[config.mk]
export PLATFORM = sky130hd
export DESIGN_NAME = tdr_div
export DESIGN_NICKNAME = d
export VERILOG_FILES = /design/src/hdl/tdr_pkg.sv /design/src/hdl/tdr_div.sv
export SDC_FILE = /design/constraint.sdc
export NUM_CORES = 1
export LEC_CHECK = 0
export BUFFER_PORTS_ARGS = -buffer_cell sky130_fd_sc_hd__buf_4
export CELL_PAD_IN_SITES_DETAIL_PLACEMENT = 0
export CELL_PAD_IN_SITES_GLOBAL_PLACEMENT = 1
export CORE_MARGIN = 5
export CORE_UTILIZATION = 47
export CTS_CLUSTER_SIZE = 16
export DETAILED_ROUTE_END_ITERATION = 16
export PLACE_DENSITY = 0.92
export SLEW_MARGIN = 20
export SYNTH_ARGS = -nofsm -noshare
export SYNTH_HDL_FRONTEND = slang
export SYNTH_SLANG_ARGS = --single-unit
[constraint.sdc]
create_clock -name i_clk -period 7.1 [get_ports i_clk]
set_clock_uncertainty 0.2 [all_clocks]
set_input_delay 0.71 -clock i_clk [delete_from_list [all_inputs] [get_ports i_clk]]
set_output_delay 0.71 -clock i_clk [all_outputs]
set_load 0.005 [all_outputs]
[src/hdl/tdr_pkg.sv]
//------------------------------------------------------------------------------
// tdr_pkg
// Shared constants and types of the triangle depth rasterizer.
//------------------------------------------------------------------------------
package tdr_pkg;
    localparam int MAX_WIDTH   = 256;
    localparam int MAX_HEIGHT  = 256;
    localparam int XW          = $clog2(MAX_WIDTH);
    localparam int YW          = $clog2(MAX_HEIGHT);
    localparam int AW          = XW + YW;
    localparam int DW          = 24;
    localparam int CW          = 17;
    localparam int EW          = 26;
    localparam int SW          = 52;

    localparam logic [1:0] KIND_CLEAR = 2'd0;
    localparam logic [1:0] KIND_TRI   = 2'd1;
    localparam logic [1:0] KIND_READ  = 2'd2;

    localparam logic [1:0] REG_WIDTH  = 2'd0;
    localparam logic [1:0] REG_HEIGHT = 2'd1;
    localparam logic [1:0] REG_FAR    = 2'd2;

    typedef struct packed {
        logic [1:0]         kind;
        logic signed [11:0] vertex0_x;
        logic signed [11:0] vertex0_y;
        logic [23:0]        vertex0_z;
        logic signed [11:0] vertex1_x;
        logic signed [11:0] vertex1_y;
        logic [23:0]        vertex1_z;
        logic signed [11:0] vertex2_x;
        logic signed [11:0] vertex2_y;
        logic [23:0]        vertex2_z;
    } t_in_item;

    typedef struct packed {
        logic [23:0] read_depth;
        logic [16:0] pixels_updated;
    } t_out_item;

    typedef enum logic [3:0] {
        ST_IDLE, ST_CLEAR, ST_SETUP0, ST_SETUP1, ST_SETUP2, ST_WALK, ST_DIV,
        ST_RMW, ST_READ, ST_READW, ST_OUT
    } t_state;

    typedef struct packed {
        logic          start;
        logic [SW-1:0] dividend;
        logic [EW-1:0] divisor;
    } t_div_req;
endpackage

[src/hdl/tdr_div.sv]
//------------------------------------------------------------------------------
// tdr_div
// Restoring divider, one quotient bit per cycle.
//------------------------------------------------------------------------------
module tdr_div (
    input  logic                 i_clk,
    input  logic                 i_rst_n,
    input  tdr_pkg::t_div_req    i_req,
    output logic                 o_done,
    output logic [tdr_pkg::DW-1:0] o_quot
);
    import tdr_pkg::*;

    logic [SW-1:0] r_q, n_q;
    logic [EW:0]   r_rem, n_rem;
    logic [EW-1:0] r_den;
    logic [5:0]    r_cnt, n_cnt;
    logic          r_busy, n_busy;
    logic [EW:0]   trial;

    always_comb begin
        n_q = r_q;
        n_rem = r_rem;
        n_cnt = r_cnt;
        n_busy = r_busy;
        trial = {r_rem[EW-1:0], r_q[SW-1]} - {1'b0, r_den};
        if (i_req.start) begin
            n_q = i_req.dividend;
            n_rem = '0;
            n_cnt = 6'(SW);
            n_busy = 1'b1;
        end else if (r_busy) begin
            if (!trial[EW]) begin
                n_rem = trial;
                n_q = {r_q[SW-2:0], 1'b1};
            end else begin
                n_rem = {r_rem[EW-1:0], r_q[SW-1]};
                n_q = {r_q[SW-2:0], 1'b0};
            end
            n_cnt = r_cnt - 6'd1;
            if (r_cnt == 6'd1) begin
                n_busy = 1'b0;
            end
        end
    end

    always_ff @(posedge i_clk) begin
        if (!i_rst_n) begin
            r_busy <= 1'b0;
            r_cnt <= '0;
        end else begin
            r_busy <= n_busy;
            r_cnt <= n_cnt;
        end
        r_q <= n_q;
        r_rem <= n_rem;
        if (i_req.start) begin
            r_den <= i_req.divisor;
        end
    end

    assign o_done = r_busy && (r_cnt == 6'd1);
    assign o_quot = n_q[DW-1:0];
endmodule

# == After elaboration in Yosys (flattened, before gate mapping) ==
# Index checks and enable logic that the tools add are counted.
# word_totals
ff_bits,111
input_bits,81
output_inout_bits,25
wordCells,23
# op_classes
addsub,2
n_eq_ne,1
n_mux,9
bitwise_logic,1
reduce_logical,3
# ops
cell,count
$mux W52,2
$sub A27 B26 Y27,1
$mux W26,1
$mux W6,2
$eq A6 B1 Y1 const B,1
$sub A6 B1 Y6 const B,1
$mux W1,4
$reduce_bool A2 Y1,1
$reduce_or A2 Y1,1
$logic_and A1 B1 Y1,1
$not A1 Y1,1

# == Logic depth before layout (Yosys ltp) ==
# depth
ltp_word,4
ltp_mapped,13
ltp_nobuf,11

# == Worst setup path before layout ==
# No wires, ideal clock.
# synth_timing
path_kind,flip-flop to output port
startpoint,register r_q[51]
endpoint,output port o_quot[0] in the netlist's numbering
arrival_time_ns,3.029
required_time_ns,6.190
path_slack_ns,3.161
stages_incl_launch_ff,14
n_path_buf,2
path_cell_list,edfxtp_1 inv_1 ha_1 fa_1 nand2b_1 a21oi_1 o211ai_1 a211oi_2 o32ai_4 xnor2_1 clkbuf_1 nand2_1 a2bb2oi_1 buf_4
# synth_via
elab_chain_len,4
# synth_rtl
item,line_no,text
"start, declared",tdr_div.sv:14,"logic [SW-1:0] r_q, n_q;"
"start signal, assigned",tdr_div.sv:55,r_q <= n_q;
$sub A27 B26 Y27,tdr_div.sv:26,"trial = {r_rem[EW-1:0], r_q[SW-1]} - {1'b0, r_den};"
$mux W1,tdr_div.sv:33,if (!trial[EW]) begin
$mux W52,tdr_div.sv:32,end else if (r_busy) begin
$mux W52,tdr_div.sv:27,if (i_req.start) begin
"end, declared",tdr_div.sv:10,output logic [tdr_pkg::DW-1:0] o_quot
# No other way between the ends. The select of a mux whose other input is x is not followed.

# == Worst setup path in the final report ==
# Ends and elaborated chain as after synthesis.

==> results.toml <==
[synth]
synth-async-reset-ratio_pct = 0
synth_cell_types = 56
synth_fp_nets = 747
yosys_register_bits = 111
syn_inst = 637
synth_top_flop_cell = "dfxtp_1"
synth_area_um2 = 6090
seq_area_frac_synth_pct = 45.4
yosys_warnings = 0
synth_edf_count = 54
avgSynthCellArea_um2 = 9.56

[final_layout]
antenna_cells = 0
most-common-layout-cells = "buf_4 (110), nand2_1 (73), dfxtp_1 (56)"
drive_above_1_share_pct = 19.1
final_nets = 811
syn2layout_area_growth_pct = 17.6
n_fill_cell = 1104
final_common_cell = "buf_4"
multi_input_area_um2 = 2890
ff_latch_area_um2 = 2760
final_util_pct = 56.5

[placement]
hpwl_mm = 10.2
io_buffers = 105
place_congestion = 0.914

[timing]
period_needed_ns = 4.18
timing_hold_violations_final = 0
slew_violations = 0
setup_violations = 0
fmax_mhz = 239
maxSlewHeadroom_pct = 30.0
post-route-period-util_pct = 58.9
tns_ns = 0
tightestPinTransition_ns = 1.05
rsz0062_at_grt = "false"

[routing]
vias = 4933
post_drt_wl_per_cell_um = 16.4
routed_wl_mm = 14.4
drtIter0Drc = 264
drc = 0
ant_nets = 0
via_per_inst = 5.62
firstDrtPassIters = 5

[critical_path]
worstPathRequired_ns = 6.19
worstPathMaxFanout = 6
start_kind = "flop"
worstSetupPathType = "flop to primary output"
end_kind = "primary output"
arrival_ns = 3.27

[cts]
hold_buffers = 0
path_clk_slew_ns = 0.08
post_cts_buffers = 0
cts_root_buf = "clkbuf_16"
cts_tree = "done"
post_cts_resized = 0
clock-sinks = 111
clk_latency_ns = 0.36
numCtsBuffers = 9
clockBufferDepth = 2
htreeDepth = 3

[die]
std_cell_rows = 41
fp.dieArea_um2 = 15300
io_pins = 106
start_util_pct = 48.1
die_w_um = 124
core_area_um2 = 12700
dieHeight_um = 124

[global_route]
grt_pass1_wl_mm = 24.1
grt_max_degree = 89
antenna_found_initial = 0
grt_usage_pct = 19.8
grt_pass1_vias = 5020
grt.overflow.total = 0

[run]
maxCapViolCount = 0

[power]
power.density_nw_per_um2 = 231
leakagePower_nw = 3.06
ir_drop_mv = 0.170

[min_path]
hp-class = "flop to flop"

[outcome]
status = "finished clean"
==> worst max-delay path, cell delays in order, from the launching register on <==
cell	delay (ns)
edfxtp_1	0.32
inv_1	0.05
ha_1	0.22
fa_1	0.39
nand2b_1	0.20
a21oi_1	0.28
o211ai_1	0.19
a211oi_2	0.36
o32ai_4	0.21
xnor2_2	0.19
nand2_1	0.08
a2bb2oi_1	0.26
buf_4	0.16
==> area by class of cell <==
| type | count | share of cell area, % |
|---|---|---|
| clock buffers | 10 | 3.20 |
| flip-flops and latches | 111 | 38.6 |
| inverters | 37 | 1.94 |
| multi-input cells | 432 | 40.3 |
| well taps | 172 | 3.00 |
| clock inverters | 6 | 1.40 |
| repair buffers | 110 | 11.5 |
==> flip-flops by register name, summed over array words and instances, names as in the netlist <==
register,cells
r_cnt,6
r_rem,26
r_den,26
r_q,52
r_busy,1
==> where the power goes <==
| group | switching (mW) | internal (mW) |
|---|---|---|
| clock | 0.244 | 0.317 |
| combinational | 0.178 | 0.153 |
| sequential | 0.0287 | 0.732 |
==> path summary, 6_finish.rpt <==
path | startpoint | endpoint | slack [ns] | depth (start not counted)
setup / recovery | r_q[51] | o_quot[0] | 2.92 | 12
hold / removal | r_rem[17] | r_rem[18] | 0.30 | 2
setup reg to reg | r_den[19] | r_rem[20] | 3.39 | 10
hold reg to reg | r_rem[17] | r_rem[18] | 0.30 | 2
==> per-layer routing <==
layer  vias up  wire length [um]  global-route usage [%]
li1       2440                 -                       -
met1      2338              6310                    24.6
met2       142              6870                    32.6
met3        13              1090                    7.36
met4         0               155                    4.64
met5         -                 0                       0
==> cells by family (layout without fill, tap and decap cells) <==
| group | Yosys count | in the layout | synth area share [%] |
|---|---|---|---|
| DFF | 111 | 111 | 45.4 |
| adders and majority gates | 29 | 29 | 6.08 |
| muxes | 25 | 25 | 4.11 |
| buffers and inverters | 94 | 163 | 7.54 |
| AOI/OAI and AO/OA | 174 | 174 | 20.5 |
| xor gates and xnor gates | 17 | 17 | 2.57 |
| and+or+nand+nor | 187 | 187 | 13.8 |
==> through the flow <==
stage | hold slack (ns) | cell area (um^2) | power [mW] | worst slack [ns] | instances
6_report | 0.304 | 7160 | 1.65 | 2.92 | 878
5_1_grt | 0.306 | 7160 | 1.74 | 2.63 | 878
4_1_cts | 0.305 | 7160 | 1.67 | 2.89 | 878
3_5_place_dp | 0.296 | 6830 | 1.10 | 3.30 | 862
3_3_place_gp | 0.277 | 6820 | 1.09 | 3.24 | 862
2_1_floorplan | 0.261 | 6090 | 1.00 | 3.16 | 637
==> cell usage after synthesis, types with 4 or more instances <==
library cell	number	area, um^2
or3_1	8	50.1
a21o_1	13	97.6
nor2b_1	6	37.5
dfxtp_1	57	1140
a22o_1	28	245
xor2_1	4	35.0
nand2b_1	5	31.3
buf_4	25	188
o211ai_1	5	37.5
a21oi_1	25	125
mux2i_1	25	250
and3_1	6	37.5
nand4_1	4	25.0
inv_1	36	135
clkbuf_1	24	90.1
o21a_1	5	37.5
nor2_1	47	176
o31ai_1	5	37.5
ha_1	28	350
nor3_1	12	60.1
nand2_1	73	274
nand3_1	17	85.1
xnor2_1	12	105
edfxtp_1	54	1620
a311oi_1	19	166
o21ai_0	41	205
Note: power is estimated with default switching activity, not from simulation.
